$ cat src/design/i2cm_pkg.sv
// Shared types and constants for the I2C register access master.
package i2cm_pkg;

    localparam int unsigned CFG_INDEX_W = 2;
    localparam int unsigned CFG_DATA_W  = 8;

    // Configuration register indexes
    localparam logic [CFG_INDEX_W-1:0] CFG_DEVICE_ADDRESS    = 2'd0;
    localparam logic [CFG_INDEX_W-1:0] CFG_HALF_PERIOD_TICKS = 2'd1;
    localparam logic [CFG_INDEX_W-1:0] CFG_ACK_TIMEOUT_TICKS = 2'd2;

    localparam logic [6:0] RST_DEVICE_ADDRESS    = 7'd104;
    localparam logic [7:0] RST_HALF_PERIOD_TICKS = 8'd5;
    localparam logic [7:0] RST_ACK_TIMEOUT_TICKS = 8'd200;

    // Command codes
    localparam logic [1:0] MODE_NONE      = 2'd0;
    localparam logic [1:0] MODE_WRITE     = 2'd1;
    localparam logic [1:0] MODE_READ      = 2'd2;
    localparam logic [1:0] MODE_READ_PAIR = 2'd3;

    // Byte sequence within one register access
    localparam logic [1:0] STAGE_ADDR_W = 2'd0;
    localparam logic [1:0] STAGE_REG    = 2'd1;
    localparam logic [1:0] STAGE_DATA   = 2'd2;

    localparam logic [7:0] MSB_MASK         = 8'h80;
    localparam logic [8:0] NACK_SETUP_TICKS = 9'd2;
    localparam logic [3:0] BITS_PER_BYTE    = 4'd8;

    typedef struct packed {
        logic [6:0] device_address;
        logic [7:0] half_period_ticks;
        logic [7:0] ack_timeout_ticks;
    } t_cfg;

    typedef struct packed {
        logic [1:0] mode;
        logic [7:0] reg_addr;
        logic [7:0] write_data;
        logic       sda_in;
    } t_item;

    typedef struct packed {
        logic        scl;
        logic        sda_out;
        logic        sda_oe;
        logic        busy_res;
        logic        done_res;
        logic        status;
        logic [15:0] read_data;
    } t_result;

endpackage

$ cat src/design/i2cm_cfg.sv
// Configuration registers of the I2C register access master.
module i2cm_cfg (
    input  logic                                i_clk,
    input  logic                                i_rst_n,
    input  logic                                i_cfg_we,
    input  logic [i2cm_pkg::CFG_INDEX_W-1:0]    i_cfg_index,
    input  logic [i2cm_pkg::CFG_DATA_W-1:0]     i_cfg_wdata,
    output i2cm_pkg::t_cfg                      o_cfg
);

    i2cm_pkg::t_cfg r_cfg;

    always_ff @(posedge i_clk) begin
        if (!i_rst_n) begin
            r_cfg.device_address    <= i2cm_pkg::RST_DEVICE_ADDRESS;
            r_cfg.half_period_ticks <= i2cm_pkg::RST_HALF_PERIOD_TICKS;
            r_cfg.ack_timeout_ticks <= i2cm_pkg::RST_ACK_TIMEOUT_TICKS;
        end else if (i_cfg_we) begin
            unique case (i_cfg_index)
                i2cm_pkg::CFG_DEVICE_ADDRESS:    r_cfg.device_address    <= i_cfg_wdata[6:0];
                i2cm_pkg::CFG_HALF_PERIOD_TICKS: r_cfg.half_period_ticks <= i_cfg_wdata;
                i2cm_pkg::CFG_ACK_TIMEOUT_TICKS: r_cfg.ack_timeout_ticks <= i_cfg_wdata;
                default: ;
            endcase
        end
    end

    assign o_cfg = r_cfg;

endmodule

$ cat src/design/i2cm_seq.sv
// Bus sequencer: advances the I2C transfer by one tick per item.
module i2cm_seq (
    input  logic                i_clk,
    input  logic                i_rst_n,
    input  logic                i_step,
    input  i2cm_pkg::t_item     i_item,
    input  i2cm_pkg::t_cfg      i_cfg,
    output i2cm_pkg::t_result   o_res
);

    typedef enum logic [4:0] {
        PH_IDLE    = 5'd0,
        PH_ST_A    = 5'd1,
        PH_ST_B    = 5'd2,
        PH_TX_HI   = 5'd3,
        PH_TX_LO   = 5'd4,
        PH_AK_REL  = 5'd5,
        PH_AK_HI   = 5'd6,
        PH_AK_POLL = 5'd7,
        PH_AK_LO   = 5'd8,
        PH_RX_HI   = 5'd9,
        PH_RX_LO   = 5'd10,
        PH_NK_SET  = 5'd11,
        PH_NK_HI   = 5'd12,
        PH_NK_LO   = 5'd13,
        PH_SP_PRE  = 5'd14,
        PH_SP_A    = 5'd15,
        PH_SP_B    = 5'd16
    } t_phase;

    t_phase      r_phase,          n_phase;
    logic [3:0]  r_bit_index,      n_bit_index;
    logic [7:0]  r_shift_byte,     n_shift_byte;
    logic [7:0]  r_delay_count,    n_delay_count;
    logic [7:0]  r_ack_wait_count, n_ack_wait_count;
    logic [15:0] r_data_hold,      n_data_hold;
    logic [1:0]  r_held_mode,      n_held_mode;
    logic [7:0]  r_held_register,  n_held_register;
    logic [7:0]  r_held_write_byte, n_held_write_byte;
    logic        r_pair_second,    n_pair_second;
    logic [1:0]  r_byte_stage,     n_byte_stage;
    logic        r_fail_flag,      n_fail_flag;

    logic [7:0]  hp;
    logic [8:0]  tick_next;
    logic        hp_hit;
    logic        nk_hit;
    logic        tx_bit;
    logic [3:0]  bit_inc;
    i2cm_pkg::t_result res;

    assign hp        = (i_cfg.half_period_ticks == 8'd0) ? 8'd1 : i_cfg.half_period_ticks;
    assign tick_next = {1'b0, r_delay_count} + 9'd1;
    assign hp_hit    = tick_next >= {1'b0, hp};
    assign nk_hit    = tick_next >= i2cm_pkg::NACK_SETUP_TICKS;
    assign tx_bit    = |(r_shift_byte & i2cm_pkg::MSB_MASK);
    assign bit_inc   = r_bit_index + 4'd1;

    always_comb begin
        n_phase           = r_phase;
        n_bit_index       = r_bit_index;
        n_shift_byte      = r_shift_byte;
        n_delay_count     = r_delay_count;
        n_ack_wait_count  = r_ack_wait_count;
        n_data_hold       = r_data_hold;
        n_held_mode       = r_held_mode;
        n_held_register   = r_held_register;
        n_held_write_byte = r_held_write_byte;
        n_pair_second     = r_pair_second;
        n_byte_stage      = r_byte_stage;
        n_fail_flag       = r_fail_flag;

        res           = '0;
        res.scl       = 1'b1;
        res.sda_out   = 1'b1;
        res.sda_oe    = 1'b1;
        res.busy_res  = (r_phase != PH_IDLE);

        unique case (r_phase)
            PH_IDLE: begin
                if (i_item.mode != i2cm_pkg::MODE_NONE) begin
                    n_held_mode       = i_item.mode;
                    n_held_register   = i_item.reg_addr;
                    n_held_write_byte = i_item.write_data;
                    n_pair_second     = 1'b0;
                    n_data_hold       = '0;
                    n_fail_flag       = 1'b0;
                    n_byte_stage      = i2cm_pkg::STAGE_ADDR_W;
                    n_phase           = PH_ST_A;
                    n_delay_count     = '0;
                end
            end
            PH_ST_A: begin
                if (hp_hit) begin
                    n_phase = PH_ST_B; n_delay_count = '0;
                end else n_delay_count = r_delay_count + 8'd1;
            end
            PH_ST_B: begin
                res.sda_out = 1'b0;
                if (hp_hit) begin
                    n_shift_byte  = {i_cfg.device_address,
                                     r_byte_stage == i2cm_pkg::STAGE_DATA};
                    n_bit_index   = '0;
                    n_phase       = PH_TX_HI;
                    n_delay_count = '0;
                end else n_delay_count = r_delay_count + 8'd1;
            end
            PH_TX_HI: begin
                res.sda_out = tx_bit;
                if (hp_hit) begin
                    n_phase = PH_TX_LO; n_delay_count = '0;
                end else n_delay_count = r_delay_count + 8'd1;
            end
            PH_TX_LO: begin
                res.scl     = 1'b0;
                res.sda_out = tx_bit;
                if (hp_hit) begin
                    n_shift_byte  = {r_shift_byte[6:0], 1'b0};
                    n_bit_index   = bit_inc;
                    n_phase       = (bit_inc >= i2cm_pkg::BITS_PER_BYTE) ? PH_AK_REL : PH_TX_HI;
                    n_delay_count = '0;
                end else n_delay_count = r_delay_count + 8'd1;
            end
            PH_AK_REL: begin
                res.scl = 1'b0;
                if (hp_hit) begin
                    n_phase = PH_AK_HI; n_delay_count = '0;
                end else n_delay_count = r_delay_count + 8'd1;
            end
            PH_AK_HI: begin
                res.sda_oe = 1'b0;
                if (hp_hit) begin
                    n_ack_wait_count = '0;
                    n_phase          = PH_AK_POLL;
                    n_delay_count    = '0;
                end else n_delay_count = r_delay_count + 8'd1;
            end
            PH_AK_POLL: begin
                res.sda_oe = 1'b0;
                if (!i_item.sda_in) begin
                    n_phase = PH_AK_LO; n_delay_count = '0;
                end else if (r_ack_wait_count >= i_cfg.ack_timeout_ticks) begin
                    n_fail_flag = 1'b1;
                    if (r_held_mode != i2cm_pkg::MODE_WRITE)
                        n_data_hold = {r_data_hold[7:0], 8'h00};
                    n_phase       = PH_SP_PRE;
                    n_delay_count = '0;
                end else begin
                    n_ack_wait_count = r_ack_wait_count + 8'd1;
                end
            end
            PH_AK_LO: begin
                res.scl    = 1'b0;
                res.sda_oe = 1'b0;
                if (hp_hit) begin
                    n_delay_count = '0;
                    if (r_byte_stage == i2cm_pkg::STAGE_ADDR_W) begin
                        n_byte_stage = i2cm_pkg::STAGE_REG;
                        n_shift_byte = r_held_register;
                        n_bit_index  = '0;
                        n_phase      = PH_TX_HI;
                    end else if (r_byte_stage == i2cm_pkg::STAGE_REG) begin
                        n_byte_stage = i2cm_pkg::STAGE_DATA;
                        if (r_held_mode == i2cm_pkg::MODE_WRITE) begin
                            n_shift_byte = r_held_write_byte;
                            n_bit_index  = '0;
                            n_phase      = PH_TX_HI;
                        end else begin
                            n_phase = PH_ST_A;  // repeated start
                        end
                    end else if (r_held_mode == i2cm_pkg::MODE_WRITE) begin
                        n_phase = PH_SP_PRE;
                    end else begin
                        n_shift_byte = '0;
                        n_bit_index  = '0;
                        n_phase      = PH_RX_HI;
                    end
                end else n_delay_count = r_delay_count + 8'd1;
            end
            PH_RX_HI: begin
                res.sda_oe = 1'b0;
                if (hp_hit) begin
                    n_shift_byte  = {r_shift_byte[6:0], i_item.sda_in};
                    n_phase       = PH_RX_LO;
                    n_delay_count = '0;
                end else n_delay_count = r_delay_count + 8'd1;
            end
            PH_RX_LO: begin
                res.scl    = 1'b0;
                res.sda_oe = 1'b0;
                if (hp_hit) begin
                    n_bit_index   = bit_inc;
                    n_delay_count = '0;
                    if (bit_inc >= i2cm_pkg::BITS_PER_BYTE) begin
                        n_data_hold = {r_data_hold[7:0], r_shift_byte};
                        n_phase     = PH_NK_SET;
                    end else begin
                        n_phase = PH_RX_HI;
                    end
                end else n_delay_count = r_delay_count + 8'd1;
            end
            PH_NK_SET: begin
                res.scl = 1'b0;
                if (nk_hit) begin
                    n_phase = PH_NK_HI; n_delay_count = '0;
                end else n_delay_count = r_delay_count + 8'd1;
            end
            PH_NK_HI: begin
                if (hp_hit) begin
                    n_phase = PH_NK_LO; n_delay_count = '0;
                end else n_delay_count = r_delay_count + 8'd1;
            end
            PH_NK_LO: begin
                res.scl = 1'b0;
                if (hp_hit) begin
                    n_phase = PH_SP_PRE; n_delay_count = '0;
                end else n_delay_count = r_delay_count + 8'd1;
            end
            PH_SP_PRE: begin
                res.scl     = 1'b0;
                res.sda_out = 1'b0;
                if (hp_hit) begin
                    n_phase = PH_SP_A; n_delay_count = '0;
                end else n_delay_count = r_delay_count + 8'd1;
            end
            PH_SP_A: begin
                res.sda_out = 1'b0;
                if (hp_hit) begin
                    n_phase = PH_SP_B; n_delay_count = '0;
                end else n_delay_count = r_delay_count + 8'd1;
            end
            PH_SP_B: begin
                if (hp_hit) begin
                    n_delay_count = '0;
                    if (r_held_mode == i2cm_pkg::MODE_READ_PAIR && !r_pair_second) begin
                        n_pair_second   = 1'b1;
                        n_held_register = r_held_register + 8'd1;
                        n_byte_stage    = i2cm_pkg::STAGE_ADDR_W;
                        n_phase         = PH_ST_A;
                    end else begin
                        res.done_res  = 1'b1;
                        res.status    = r_fail_flag;
                        res.read_data = (r_held_mode == i2cm_pkg::MODE_WRITE) ? 16'd0
                                                                               : r_data_hold;
                        n_phase       = PH_IDLE;
                    end
                end else n_delay_count = r_delay_count + 8'd1;
            end
            default: begin
                n_phase       = PH_IDLE;
                n_delay_count = '0;
            end
        endcase

        // released line reads back as high
        if (!res.sda_oe) res.sda_out = 1'b1;
    end

    always_ff @(posedge i_clk) begin
        if (!i_rst_n) begin
            r_phase           <= PH_IDLE;
            r_bit_index       <= '0;
            r_shift_byte      <= '0;
            r_delay_count     <= '0;
            r_ack_wait_count  <= '0;
            r_data_hold       <= '0;
            r_held_mode       <= i2cm_pkg::MODE_NONE;
            r_held_register   <= '0;
            r_held_write_byte <= '0;
            r_pair_second     <= 1'b0;
            r_byte_stage      <= i2cm_pkg::STAGE_ADDR_W;
            r_fail_flag       <= 1'b0;
        end else if (i_step) begin
            r_phase           <= n_phase;
            r_bit_index       <= n_bit_index;
            r_shift_byte      <= n_shift_byte;
            r_delay_count     <= n_delay_count;
            r_ack_wait_count  <= n_ack_wait_count;
            r_data_hold       <= n_data_hold;
            r_held_mode       <= n_held_mode;
            r_held_register   <= n_held_register;
            r_held_write_byte <= n_held_write_byte;
            r_pair_second     <= n_pair_second;
            r_byte_stage      <= n_byte_stage;
            r_fail_flag       <= n_fail_flag;
        end
    end

    assign o_res = res;

    a_done_to_idle: assert property (@(posedge i_clk) disable iff (!i_rst_n)
        i_step && res.done_res |=> r_phase == PH_IDLE)
        else $error("done without return to idle");

    a_done_busy: assert property (@(posedge i_clk) disable iff (!i_rst_n)
        res.done_res |-> res.busy_res)
        else $error("done reported while idle");

    a_idle_delay: assert property (@(posedge i_clk) disable iff (!i_rst_n)
        r_phase == PH_IDLE |-> r_delay_count == 8'd0)
        else $error("delay counter left running in idle");

    a_bit_range: assert property (@(posedge i_clk) disable iff (!i_rst_n)
        r_bit_index <= i2cm_pkg::BITS_PER_BYTE)
        else $error("bit index past one byte");

    a_write_no_rx: assert property (@(posedge i_clk) disable iff (!i_rst_n)
        (r_phase == PH_RX_HI || r_phase == PH_RX_LO) |-> r_held_mode != i2cm_pkg::MODE_WRITE)
        else $error("receive phase during a write command");

endmodule

$ cat src/design/i2c_master_register_access.sv
// Top level of the I2C register access master: item and result registers.
//
// Each input item is one bus tick: a command field (used only while idle),
// the register address, the write byte and the sampled SDA level. Each item
// yields exactly one result item with the SCL/SDA drive for that tick, busy,
// and a one-tick done pulse with status and read data at the end of a
// command.
// An accepted item lands in the input register; once the output register
// is empty or being taken, the sequencer steps once and the result is
// loaded into the output register, raising o_out_valid. While results are
// taken, one item per cycle is sustained by one sequencer update per item.
// When the result is not taken, the output register holds it and the input
// register keeps its item; o_in_ready drops once both are full and rises
// again in the cycle the result is taken.
// Configuration is a plain write port (index 0 device address, 1 half
// period, 2 ack timeout) and applies at once. A synchronous reset empties
// both registers, returns the sequencer to idle and loads the default
// configuration.
module i2c_master_register_access (
    input  logic                                i_clk,
    input  logic                                i_rst_n,
    input  logic                                i_in_valid,
    output logic                                o_in_ready,
    input  logic [1:0]                          i_mode,
    input  logic [7:0]                          i_reg_addr,
    input  logic [7:0]                          i_write_data,
    input  logic                                i_sda_in,
    output logic                                o_out_valid,
    input  logic                                i_out_ready,
    output logic                                o_scl,
    output logic                                o_sda_out,
    output logic                                o_sda_oe,
    output logic                                o_busy_res,
    output logic                                o_done_res,
    output logic                                o_status,
    output logic [15:0]                         o_read_data,
    input  logic                                i_cfg_we,
    input  logic [i2cm_pkg::CFG_INDEX_W-1:0]    i_cfg_index,
    input  logic [i2cm_pkg::CFG_DATA_W-1:0]     i_cfg_wdata
);

    logic                r_in_valid;
    i2cm_pkg::t_item     r_item;
    logic                r_out_valid;
    i2cm_pkg::t_result   r_res;
    logic                step;
    i2cm_pkg::t_cfg      cfg;
    i2cm_pkg::t_result   res;

    assign step       = r_in_valid && (!r_out_valid || i_out_ready);
    assign o_in_ready = !r_in_valid || step;

    i2cm_cfg u_cfg (
        .i_clk       (i_clk),
        .i_rst_n     (i_rst_n),
        .i_cfg_we    (i_cfg_we),
        .i_cfg_index (i_cfg_index),
        .i_cfg_wdata (i_cfg_wdata),
        .o_cfg       (cfg)
    );

    i2cm_seq u_seq (
        .i_clk   (i_clk),
        .i_rst_n (i_rst_n),
        .i_step  (step),
        .i_item  (r_item),
        .i_cfg   (cfg),
        .o_res   (res)
    );

    always_ff @(posedge i_clk) begin
        if (!i_rst_n) begin
            r_in_valid  <= 1'b0;
            r_out_valid <= 1'b0;
        end else begin
            if (o_in_ready) r_in_valid <= i_in_valid;
            if (step) r_out_valid <= 1'b1;
            else if (i_out_ready) r_out_valid <= 1'b0;
        end
    end

    always_ff @(posedge i_clk) begin
        if (i_in_valid && o_in_ready) begin
            r_item.mode       <= i_mode;
            r_item.reg_addr   <= i_reg_addr;
            r_item.write_data <= i_write_data;
            r_item.sda_in     <= i_sda_in;
        end
        if (step) r_res <= res;
    end

    assign o_out_valid = r_out_valid;
    assign o_scl       = r_res.scl;
    assign o_sda_out   = r_res.sda_out;
    assign o_sda_oe    = r_res.sda_oe;
    assign o_busy_res  = r_res.busy_res;
    assign o_done_res  = r_res.done_res;
    assign o_status    = r_res.status;
    assign o_read_data = r_res.read_data;

endmodule

$ cat config.mk
export PLATFORM = sky130hd
export DESIGN_NAME = i2c_master_register_access
export DESIGN_NICKNAME = d
export VERILOG_FILES = /design/src/design/i2cm_pkg.sv /design/src/design/i2cm_cfg.sv /design/src/design/i2cm_seq.sv /design/src/design/i2c_master_register_access.sv
export SDC_FILE = /design/constraint.sdc
export NUM_CORES = 1
export LEC_CHECK = 0
export ABC_CLOCK_PERIOD_IN_PS = 3200
export BUFFER_PORTS_ARGS = -buffer_cell sky130_fd_sc_hd__buf_2
export CAP_MARGIN = 5
export CORE_MARGIN = 3
export CORE_UTILIZATION = 39
export DETAILED_ROUTE_END_ITERATION = 16
export PLACE_DENSITY = 0.65
export SYNTH_ARGS = -nofsm -noshare
export SYNTH_HDL_FRONTEND = slang
export SYNTH_SLANG_ARGS = --single-unit
$ cat constraint.sdc
create_clock -name i_clk -period 3.2 [get_ports i_clk]
set_clock_uncertainty 0.2 [all_clocks]
set_input_delay 0.32 -clock i_clk [delete_from_list [all_inputs] [get_ports i_clk]]
set_output_delay 0.32 -clock i_clk [all_outputs]
set_load 0.01 [all_outputs]
Word-level counts from Yosys, hierarchy flattened

Cells that the tools add are included.

Logic and storage cells: 219
Memories: 0
Bits in writable memories: 0
Register bits: 137
Output and inout port bits: 24
Memory bits (read-only): 0
Bits in latches: 0

Muxes and demuxes: 86
Multipliers: 0
Magnitude comparators: 4
Divide/modulo/power cells: 0
Equal/unequal tests: 50
Shift-type cells: 0
Reduce and logical (&&, ||, !) cells: 44
Bitwise operators: 2
Add/subtract/negate cells: 5

Operators with widths:

| operator              | count |
|---|---|
| $mux W8               | 20 |
| $mux W16              | 7 |
| $mux W5               | 20 |
| $pmux W5 S17          | 1 |
| $pmux W8 S4           | 2 |
| $pmux W16 S3          | 1 |
| $ne A2 B1 Y1 const B  | 22 |
| $eq A5 B4 Y1 const B  | 8 |
| $pmux W8 S2           | 2 |
| $mux W4               | 7 |
| $add A8 B1 Y8 const B | 3 |
| $eq A5 B3 Y1 const B  | 4 |
| $mux W18              | 1 |
| $reduce_and A18 Y1    | 1 |
| $mux W2               | 8 |
| $reduce_and A8 Y1     | 2 |
| $reduce_and A5 Y1     | 3 |
| $reduce_and A7 Y1     | 2 |
| $reduce_or A14 Y1     | 1 |
| $pmux W4 S3           | 1 |
| $eq A5 B2 Y1 const B  | 2 |
| $mux W1               | 10 |
| $reduce_bool A2 Y1    | 5 |
| $add A8 B1 Y9 const B | 1 |
| 34 further kinds      | 57 |

Depth between registers and ports, before layout

Gate-level depths: netlist of run 1.

Word-level depth: 6
Depth in mapped cells: 14
Depth with buffers taken out: 10

Hierarchy

Synthesis of run 1 repeated with hierarchy kept, for this count alone.

Cells, all modules: 741
Area, all modules: 6967.9 µm²

Modules (own cells, without submodules):

| module                     | times used | area each (µm²) | cells each | seq. area each (µm²) |
|---|---|---|---|---|
| i2cm_seq                   | 1          | 4705.8          | 599        | 1421.4 |
| i2c_master_register_access | 1          | 1335.0          | 50         | 1271.2 |
| i2cm_cfg                   | 1          | 927.1           | 92         | 460.4 |

Least setup slack after synthesis of run 1

OpenSTA, ideal clock, no wires.

Path type: register -> register
Start point: register u_seq.r_delay_count[0]
End point: register u_seq.r_phase[0]
Slack: 47 ps
Setup time: 116 ps
Cell stages (with the launch flop): 14
Buffers on the path: 3
Data arrival time: 2837 ps
Period minus slack after synthesis: 3153 ps
Cells stage by stage: dfxtp_1 ha_1 buf_6 nand3_1 xnor2_1 ha_1 a211oi_1 o211ai_1 a221o_1 buf_6 o22ai_1 buf_4 nor2_1 o211a_1

Cells in the longest elaborated chain, start to end: 4
Elaborated cells between the ends (all ways): 19

Ends and longest elaborated chain:

| item                                                | RTL line                       | RTL |
|---|---|---|
| from (decl)                                         | i2cm_seq.sv:34                 | `logic [7:0] r_delay_count, n_delay_count;` |
| from (signal assigned)                              | i2cm_seq.sv:277                | `r_delay_count <= n_delay_count;` |
| $add A8 B1 Y9 *                                     | i2cm_seq.sv:53                 | `assign tick_next = {1'b0, r_delay_count} + 9'd1;` |
| $ge A9 B8 Y1 / $ge A9 B2 Y1 (equally long branches) | i2cm_seq.sv:54, i2cm_seq.sv:55 |  |
| $ne A2 B1 Y1 (no line)                              | --                             |  |
| $reduce_and A18 Y1 (no line) *                      | --                             |  |
| to (signal assigned)                                | i2cm_seq.sv:274                | `r_phase <= n_phase;` |
| to (decl)                                           | i2cm_seq.sv:31                 | `t_phase r_phase, n_phase;` |

Every way passes the cells marked *; elsewhere a longest branch is shown, timed or not.
A chain may end at the register's enable or synchronous reset.

Worst setup path after layout of run 1

Start point: register u_seq.r_delay_count[2]
End point: register u_seq.r_data_hold[4]

Cells in the longest elaborated chain, start to end: 4

Ends and longest elaborated chain:

| item                        | RTL line        | RTL |
|---|---|---|
| $add A8 B1 Y9               | i2cm_seq.sv:53  |  |
| $ge A9 B8 Y1                | i2cm_seq.sv:54  | `assign hp_hit = tick_next >= {1'b0, hp};` |
| $ne A2 B1 Y1 (no line)      | --              |  |
| $reduce_and A8 Y1 (no line) | --              |  |
| to (signal assigned)        | i2cm_seq.sv:279 | `r_data_hold <= n_data_hold;` |
| to (decl)                   | i2cm_seq.sv:36  | `logic [15:0] r_data_hold, n_data_hold;` |

Every way passes these cells.

==> flow_summary.yaml, run 1 <==
drt:
  initialDrtViolationCount: 336
  wl_met2_um: 7380
  drc: 0
  via_per_inst: 5.27
  wl_per_cell_um: 15.4
  firstDrtPassIters: 5
  m1WireLength_um: 7680
  vias: 5592
  drtAntennaViolNets: 0
  wl_um: 16300
  top_layer: "met4"
  wl_met3_um: 723
timing:
  whs_ns: 0.211
  slew_violations: 0
  final-setup-viol-count: 0
  fin_crit_sh_pct: 99.6
  worst_pin_slew_ns: 0.799
  fmax_mhz: 314
  worst_slack_ns: 0.0125
  relSlewSlack_pct: 46.7
  fin_crit_ns: 3.19
  rsz0062_at_grt: "true"
  tns_ns: 0
  hold_viol_final: 0
run_status:
  status: "finished clean"
cts:
  cts_max_path_buffers: 2
  htreeDepth: 4
  cts-buffers-inserted: 17
  clk_latency_ns: 0.42
  clock-root-buffer: "clkbuf_16"
  cts.clk_slew.worst_paths_ns: 0.06
  clock_sinks: 137
  cts_tree: "built"
synthesis:
  synth_fp_nets: 771
  avgSynthCellArea_um2: 9.62
  yosysSeqAreaShare_pct: 45.8
  synthFlopType: "dfxtp_1"
  postSynthCellCount: 716
  yosys_warnings: 0
  synth_seq_cells: 137
  synth_edf_count: 41
  synth_area_um2: 6890
  synthArstFlopShare_pct: 0
  synth_cell_types: 73
place:
  port_buffers: 57
  place_area_um2: 7520
  dpl.cell_count: 993
  post-place-ws_ns: -0.109
  gp_congestion: 0.891
  hpwl_um: 11400
worst_setup_path:
  start_kind: "register"
  path_class: "register to register"
  worstPathRequired_ns: 3.31
  crit_path_max_fanout: 8
  path_delay_family: "compound AO/OA/AOI/OAI gates"
  path_cells: "and3_4 > nand3_2 > xnor2_1 > ha_1 > a211oi_2 > o211ai_1 > a221o_1 > buf_6 > a211oi_4 > nor4b_4 > buf_4 > clkbuf_16 > mux2i_1"
  cpMaxStageDelayCell: "a221o_1"
  path_buf_inv: 3
  cp_data_arrival_time_ns: 3.30
  max_stage_delay_ns: 0.39
  critPathCaptureType: "register"
cells_and_area:
  syn_to_final_growth_pct: 25.2
  design_area_um2: 8620
  nNetsFinal: 884
  antenna_cells: 0
  final_util_pct: 50.9
  drive_gt1_share_pct: 20.7
  fin_cells: 1062
floorplan:
  fp.dieH_um: 139
  num_rows: 47
  core_area_um2: 16900
  die-area_um2: 19300
  die_w_um: 139
  initial_core_util_pct: 40.7
  ios: 58
global_routing:
  antenna_found_initial: 0
  grt_start_max_net_pins: 29
  grt_pass1_wl_um: 26700
  track_usage_pct: 16.9
  grt_pass1_vias: 5260
  grt_overflow: 0
hold_path:
  hp-class: "primary input to register"
power:
  peakVddDrop_mv: 0.371
  power.leakage_nw: 3.35
  total_power_mw: 4.32
  cellPowerDensity_nw_per_um2: 501
job:
  max-cap-violations: 0
==> logic make-up (layout without fill, tap and decap cells) <==
| group | after synthesis | after routing | synth area share (%) |
|---|---|---|---|
| muxes | 70 | 70 | 10.2 |
| and+or+nand+nor | 289 | 289 | 20.6 |
| adders and majority gates | 21 | 21 | 3.82 |
| AOI/OAI and AO/OA | 124 | 124 | 12.9 |
| xor gates and xnor gates | 11 | 11 | 1.40 |
| buffers and inverters | 64 | 190 | 5.31 |
| DFF | 137 | 137 | 45.8 |
==> placed cells by master (no fill, tap or decap), types with 3 or more instances in the layout <==
cell type,netlist,final
nor4_1,8,8
buf_4,3,43
nand2b_1,9,9
a211oi_2,1,3
buf_12,1,3
nand2_1,93,92
nand3_1,23,21
xor2_1,5,4
dfxtp_2,0,3
nor2_1,71,71
nor3_1,15,13
o21a_1,5,5
nor2b_1,6,6
clkbuf_16,0,22
clkbuf_1,20,4
o22ai_1,4,3
nor3b_1,5,5
or3_1,6,6
nand3b_1,8,8
buf_2,4,57
a221o_1,8,8
ha_1,21,20
and3_1,6,5
o211ai_1,5,5
xnor2_1,6,6
o21ai_0,19,17
a31o_2,3,3
edfxtp_1,41,41
a21oi_1,34,33
o32ai_1,7,7
a31oi_1,4,4
dlygate4sd3_1,1,31
inv_1,22,22
o21bai_1,5,5
or2_2,5,5
mux2i_1,69,69
and2_1,19,19
dfxtp_1,96,91
nand4_1,4,4
==> final cells by class <==
cell class              instances  area [um2]
flip-flops and latches        137        3160
repair buffers                136        1010
clock inverters                 6        72.6
multi-input cells             515        3460
fillers                      1557        8310
clock buffers                  26         554
inverters                      22        82.6
well taps                     220         275
==> layer usage <==
metal  vias up  GRT usage [%]
met4         0           7.67
met2       141           25.5
met3        28           3.52
met1      2617           23.3
met5         -              0
li1       2806              -
==> registers in the layout, indices dropped and copies added, names as in the netlist, 2 cells and up <==
name,count
u_seq.r_held_write_byte,8
u_seq.r_shift_byte,8
u_cfg.o_cfg,23
r_item,19
u_seq.r_phase,5
o_read_data,16
u_seq.r_byte_stage,2
u_seq.r_bit_index,4
u_seq.r_held_mode,2
u_seq.r_data_hold,16
u_seq.r_ack_wait_count,8
u_seq.r_delay_count,8
u_seq.r_held_register,8
==> Yosys cell counts, types with 6 or more instances <==
cell type,count,area [um2]
o21ai_0,19,95.1
nor2_1,71,267
and3_1,6,37.5
xnor2_1,6,52.6
nor4_1,8,50.1
a221o_1,8,80.1
mux2i_1,69,691
and2_1,19,119
inv_1,22,82.6
nand3_1,23,115
nand3b_1,8,60.1
nand2_1,93,349
ha_1,21,263
o32ai_1,7,61.3
nand2b_1,9,56.3
nor3_1,15,75.1
or3_1,6,37.5
edfxtp_1,41,1230
nor2b_1,6,37.5
dfxtp_1,96,1920
clkbuf_1,20,75.1
a21oi_1,34,170
==> what timing repair did <==
item	in CTS	in global routing
gates cloned	0	1
endpoints found under the hold margin	40	0
resized for setup	2	24
setup buffers	0	5
setup endpoints to repair	43	70
pin swaps	0	6
hold buffers	31	0
==> final timing paths <==
check / start / to / slack (ns) / cells past startpoint
setup reg to reg: u_seq.r_delay_count[2] / u_seq.r_data_hold[4] / 0.01 / 13
hold / removal: i_cfg_index[0] / u_cfg.o_cfg[21] / 0.21 / 5
hold reg to reg: u_seq.r_data_hold[15] / u_seq.r_data_hold[15] / 0.25 / 2
setup / recovery: u_seq.r_delay_count[2] / u_seq.r_data_hold[4] / 0.01 / 13
==> worst reg2reg max path, stage by stage (launching register included) <==
cell,delay (ns)
dfxtp_4,0.37
and3_4,0.19
nand3_2,0.10
xnor2_1,0.15
ha_1,0.30
a211oi_2,0.24
o211ai_1,0.16
a221o_1,0.39
buf_6,0.16
a211oi_4,0.28
nor4b_4,0.08
buf_4,0.17
clkbuf_16,0.17
mux2i_1,0.12
==> power by group <==
group	switching [mW]	internal [mW]	total, mW
Clock	0.738	1.29	2.02
Combinational	0.226	0.185	0.411
Sequential	0.0378	1.84	1.88
Total	1.00	3.31	4.32
Power figures use the tool's default switching activity.
==> run 2, diff against run 1 <==
--- a/config.mk
+++ b/config.mk
@@ -9,9 +9,10 @@
 export BUFFER_PORTS_ARGS = -buffer_cell sky130_fd_sc_hd__buf_2
 export CAP_MARGIN = 5
 export CORE_MARGIN = 3
-export CORE_UTILIZATION = 39
+export CORE_UTILIZATION = 31
+export CTS_CLUSTER_DIAMETER = 80
 export DETAILED_ROUTE_END_ITERATION = 16
-export PLACE_DENSITY = 0.65
+export PLACE_DENSITY = 0.56
 export SYNTH_ARGS = -nofsm -noshare
 export SYNTH_HDL_FRONTEND = slang
 export SYNTH_SLANG_ARGS = --single-unit
==> run 2 against run 1 <==
  * Final cell count increased by 5.1%
  * Critical path depth grew 1
  * Sequential cell count unchanged
  * Largest cell class unchanged
  * Highest routed layer unchanged
  * Routed wire length is 3.9% higher
  * Critical path type unchanged
  * Die area increased by 25%
  * Via count is 0.54% lower
  * Core utilization shrank 10 points
  * Largest power group unchanged
  * Power down 0.47%
==> flow_summary.yaml, run 2 (synthesized netlist as in run 1, its figures left out) <==
place:
  hpwl_um: 12000
  port_buffers: 57
  dpl.cell_count: 1052
  gp_congestion: 0.877
cells_and_area:
  drive_gt1_share_pct: 21.2
  largest_reg_flops: 23
  layout_common_cells: "nand2_1, dfxtp_1, nor2_1, mux2i_1, buf_2"
  antenna_cells: 0
  syn_to_final_growth_pct: 26.0
  fillers: 2067
  nNetsFinal: 883
  fin_cells: 1116
  layout_commonest_cell: "nand2_1"
  multi_input_area_um2: 3480
  ff_latch_area_um2: 3160
job:
  max-cap-violations: 0
worst_setup_path:
  start_kind: "register"
  critPathCaptureType: "register"
  crit_path_max_fanout: 8
  path_class: "register to register"
  ff2ff_setup_slack_ns: 0.01
  worstPathRequired_ns: 3.31
  path_cells: "buf_4 > and3_1 > xor2_2 > ha_2 > buf_4 > a211oi_2 > o211ai_1 > a221o_1 > buf_6 > a211oi_4 > nor4b_4 > buf_4 > clkbuf_16 > mux2i_1"
  path_buf_inv: 5
  path_delay_family: "compound AO/OA/AOI/OAI gates"
  cp_data_arrival_time_ns: 3.30
  cpMaxStageDelayCell: "a221o_1"
  max_stage_delay_ns: 0.38
  crit_path_frequent_cell: "buf_4"
timing:
  fin_crit_sh_pct: 99.6
  fmax_mhz: 314
  tns_ns: 0
  rsz0062_at_grt: "true"
  final-setup-viol-count: 0
  worst_pin_slew_ns: 0.826
  relSlewSlack_pct: 44.4
  slew_violations: 0
  fin_crit_ns: 3.19
  hold_viol_final: 0
power:
  cellPowerDensity_nw_per_um2: 495
  power.leakage_nw: 3.33
  peakVddDrop_mv: 0.390
global_routing:
  grt_start_max_net_pins: 42
  track_usage_pct: 14.0
  grt_overflow: 0
  grt_pass1_wl_um: 27000
  antenna_found_initial: 0
  grt_pass1_vias: 5271
drt:
  drtAntennaViolNets: 0
  wl_um: 17000
  via_per_inst: 4.98
  vias: 5562
  firstDrtPassIters: 5
  initialDrtViolationCount: 362
  drc: 0
  wl_per_cell_um: 15.2
cts:
  clk_latency_ns: 0.42
  cts_tree: "built"
  cts.clk_slew.worst_paths_ns: 0.06
  cts_max_path_buffers: 2
  htreeDepth: 4
  clock-root-buffer: "clkbuf_16"
  cts-buffers-inserted: 17
  clock_sinks: 137
floorplan:
  core_area_um2: 21400
  die_w_um: 155
  fp.dieH_um: 155
  initial_core_util_pct: 32.1
  die-area_um2: 24000
  num_rows: 53
  ios: 58
hold_path:
  hp-class: "primary input to register"
run_status:
  status: "finished clean"
run 2: cell count changes in the layout (fill, tap and decap cells not counted), sizes merged:
cell	previous run	this run
clkbuf	27	20
clkinv	2	6
bufinv	1	3
dlygate4sd3	31	29
buf	104	105
clkinvlp	1	2
run 2: worst paths after layout:
path	endpoint	depth (start not counted)	start
worst min-delay path	u_seq.r_held_register[7]	3	i_rst_n
worst max register to register	u_seq.r_data_hold[8]	14	u_seq.r_delay_count[2]
worst min register to register	u_seq.r_data_hold[10]	2	u_seq.r_data_hold[10]
worst max-delay path	u_seq.r_data_hold[8]	14	u_seq.r_delay_count[2]
run 2: stage by stage:
step / cell area [um2] / hold WS [ns] / total power [mW] / util, % / setup WS (ns)
after CTS: 8540 / 0.0719 / 4.33 / 39.9 / 0.00345
final: 8680 / 0.0974 / 4.30 / 40.5 / 0.0132
after detailed placement: 7620 / 0.244 / 2.29 / 35.6 / -0.123
after global placement: 7620 / 0.240 / 2.29 / 35.6 / -0.0936
after global routing: 8680 / 0.0995 / 4.47 / 40.5 / -0.102
after floorplan: 6890 / 0.219 / 2.16 / - / 0.0471
run 2: cell type report:
class,count,share of cell area (%)
Clock inverter,13,1.98
Timing Repair Buffer,135,11.5
Tap cell,275,3.96
Multi-Input combinational cell,515,40.1
Clock buffer,19,4.99
Inverter,22,0.952
Sequential cell,137,36.5
run 2: worst register-to-register path, stage by stage, from the launching register on:
cell and delay (ns):
dfxtp_4 0.36, buf_4 0.14, and3_1 0.21, xor2_2 0.16, ha_2 0.19, buf_4 0.13
a211oi_2 0.20, o211ai_1 0.15, a221o_1 0.38, buf_6 0.16, a211oi_4 0.26, nor4b_4 0.07
buf_4 0.17, clkbuf_16 0.17, mux2i_1 0.11
run 2: power by group:
part	leakage (nW)	total, mW	switching, mW	internal (mW)
clock	0.288	2.00	0.768	1.23
combinational	1.88	0.413	0.228	0.185
sequential	1.16	1.88	0.0380	1.84
total	3.33	4.30	1.03	3.26
run 2: routing by layer:
metal | global-route usage [%] | vias to the layer above | share of wire, %
met3 | 2.95 | 22 | 4.0
li1 | - | 2800 | -
met4 | 6.18 | 0 | 2.7
met5 | 0 | - | 0
met1 | 19.2 | 2610 | 48
met2 | 21.4 | 130 | 45
run 2: what timing repair did:
item / CTS / global route
pin swaps: 0 / 6
endpoints found under the setup margin: 45 / 52
buffers inserted: 0 / 3
hold buffers: 29 / 0
gates resized for setup: 5 / 24
endpoints found under the hold margin: 43 / 0
cloned: 0 / 1
==> run 3, diff against run 2 <==
--- a/config.mk
+++ b/config.mk
@@ -12,7 +12,7 @@
 export CORE_UTILIZATION = 31
 export CTS_CLUSTER_DIAMETER = 80
 export DETAILED_ROUTE_END_ITERATION = 16
-export PLACE_DENSITY = 0.56
+export PLACE_DENSITY_LB_ADDON = 0.2
 export SYNTH_ARGS = -nofsm -noshare
 export SYNTH_HDL_FRONTEND = slang
 export SYNTH_SLANG_ARGS = --single-unit
==> run 3 against run 2 <==
  * Via count fell by 2.3%
  * Routed wire length grew 1.9%
  * Worst hold slack improved by 0.059 ns
  * First-iteration DRC count fell by 14%
  * Largest cell class unchanged
  * Highest routed layer unchanged
==> flow_summary.yaml, run 3 (synthesized netlist as in run 1, its figures left out) <==
power:
  power.leakage_nw: 3.34
  peakVddDrop_mv: 0.373
  cellPowerDensity_nw_per_um2: 486
place:
  dpl.cell_count: 1050
  post-place-ws_ns: -0.236
  hpwl_um: 11900
  gp_congestion: 0.829
  port_buffers: 57
cts:
  clock-root-buffer: "clkbuf_16"
  cts.clk_slew.worst_paths_ns: 0.07
  cts-buffers-inserted: 17
  clk_latency_ns: 0.43
  htreeDepth: 4
  cts_tree: "built"
  clock_sinks: 137
  cts_max_path_buffers: 2
timing:
  fmax_mhz: 314
  fin_crit_ns: 3.18
  worst_pin_slew_ns: 0.833
  slew_violations: 0
  hold_viol_final: 0
  final-setup-viol-count: 0
  rsz0062_at_grt: "true"
  worst_slack_ns: 0.0191
  relSlewSlack_pct: 44.5
  fin_crit_sh_pct: 99.4
drt:
  drc: 0
  drtAntennaViolNets: 0
  wl_um: 17300
  firstDrtPassIters: 4
  initialDrtViolationCount: 312
  via_per_inst: 4.86
  vias: 5432
  wl_per_cell_um: 15.5
floorplan:
  core_area_um2: 21400
  initial_core_util_pct: 32.1
  ios: 58
  fp.dieH_um: 155
  die_w_um: 155
  num_rows: 53
  die-area_um2: 24000
worst_setup_path:
  max_stage_delay_ns: 0.46
  path_delay_family: "simple AND/OR/NAND/NOR gates"
  cp_data_arrival_time_ns: 3.34
  cpMaxStageDelayCell: "nor4b_4"
  critPathCaptureType: "register"
  crit_path_max_fanout: 8
  critical_path_depth: 13
  path_buf_inv: 3
  path_cells: "buf_4 > nand2_2 > nor3_1 > xor2_1 > ha_1 > o21ai_0 > a211oi_2 > a221o_1 > buf_6 > a211oi_4 > nor4b_4 > clkbuf_16 > mux2i_1"
  path_class: "register to register"
  worstPathRequired_ns: 3.36
  ff2ff_path_depth: 13
  start_kind: "register"
cells_and_area:
  largest_reg_flops: 23
  nNetsFinal: 884
  fin_cells: 1117
  layout_common_cells: "nand2_1, dfxtp_1, nor2_1, mux2i_1, buf_2"
  antenna_cells: 0
  drive_gt1_share_pct: 21.7
  fillers: 2088
  syn_to_final_growth_pct: 26.2
hold_path:
  worstHoldPathCells: 3
  hp-class: "primary input to register"
job:
  max-cap-violations: 0
global_routing:
  grt_overflow: 0
  track_usage_pct: 14.6
  grt_start_max_net_pins: 50
  grt_pass1_vias: 5368
  antenna_found_initial: 0
  grt_pass1_wl_um: 28200
run_status:
  status: "finished clean"
## run 3: report_power, final
| part | switching (mW) | internal (mW) | leakage (nW) |
|---|---|---|---|
| registers | 0.0395 | 1.84 | 1.16 |
| clock network | 0.854 | 1.07 | 0.280 |
| logic | 0.226 | 0.183 | 1.90 |
## run 3: final cells by class
cell class              instances  area [um2]  share of cell area [%]
repair buffers                136        1020                    11.8
clock buffers                  19         454                    5.23
well taps                     275         344                    3.96
flip-flops and latches        137        3160                    36.4
clock inverters                13         129                    1.48
inverters                      22        82.6                   0.951
multi-input cells             515        3500                    40.2
## run 3: path summary, 6_finish.rpt
check	slack, ns	endpoint	startpoint
max	0.02	u_seq.r_data_hold[2]	u_seq.r_delay_count[0]
min	0.16	u_seq.r_shift_byte[5]	i_rst_n
max reg2reg	0.02	u_seq.r_data_hold[2]	u_seq.r_delay_count[0]
min reg2reg	0.25	u_seq.r_data_hold[12]	u_seq.r_data_hold[12]
## run 3: through the flow
step	hold slack, ns	util [%]	area, um2	total power, mW	TNS, ns
after floorplan	0.219	-	6890	2.16	0
after global placement	0.240	35.6	7620	2.29	-2.38
after detailed placement	0.243	35.6	7620	2.29	-6.28
after CTS	0.148	39.9	8540	4.26	0
after global routing	0.180	40.6	8690	4.40	-1.53
final	0.156	40.6	8690	4.22	0
## run 3: per-layer routing
layer / vias to the layer above / global-route usage, % / part of all wire, %
met5: - / 0 / 0
li1: 2805 / - / -
met4: 0 / 4.08 / 0.89
met3: 13 / 3.28 / 3.6
met1: 2529 / 20.4 / 50
met2: 85 / 22.8 / 45
## run 3: worst min-delay path, stage by stage
cell	delay (ns)
buf_2	0.11
clkinv_1	0.23
nor2_1	0.08
## run 3: repair_timing
action	4_1_cts	5_1_grt
pin swaps	2	7
hold buffers	29	0
resized for setup	6	23
setup buffers	2	4
endpoints found under the hold margin	44	0
setup endpoints to repair	48	66
gates cloned	0	1
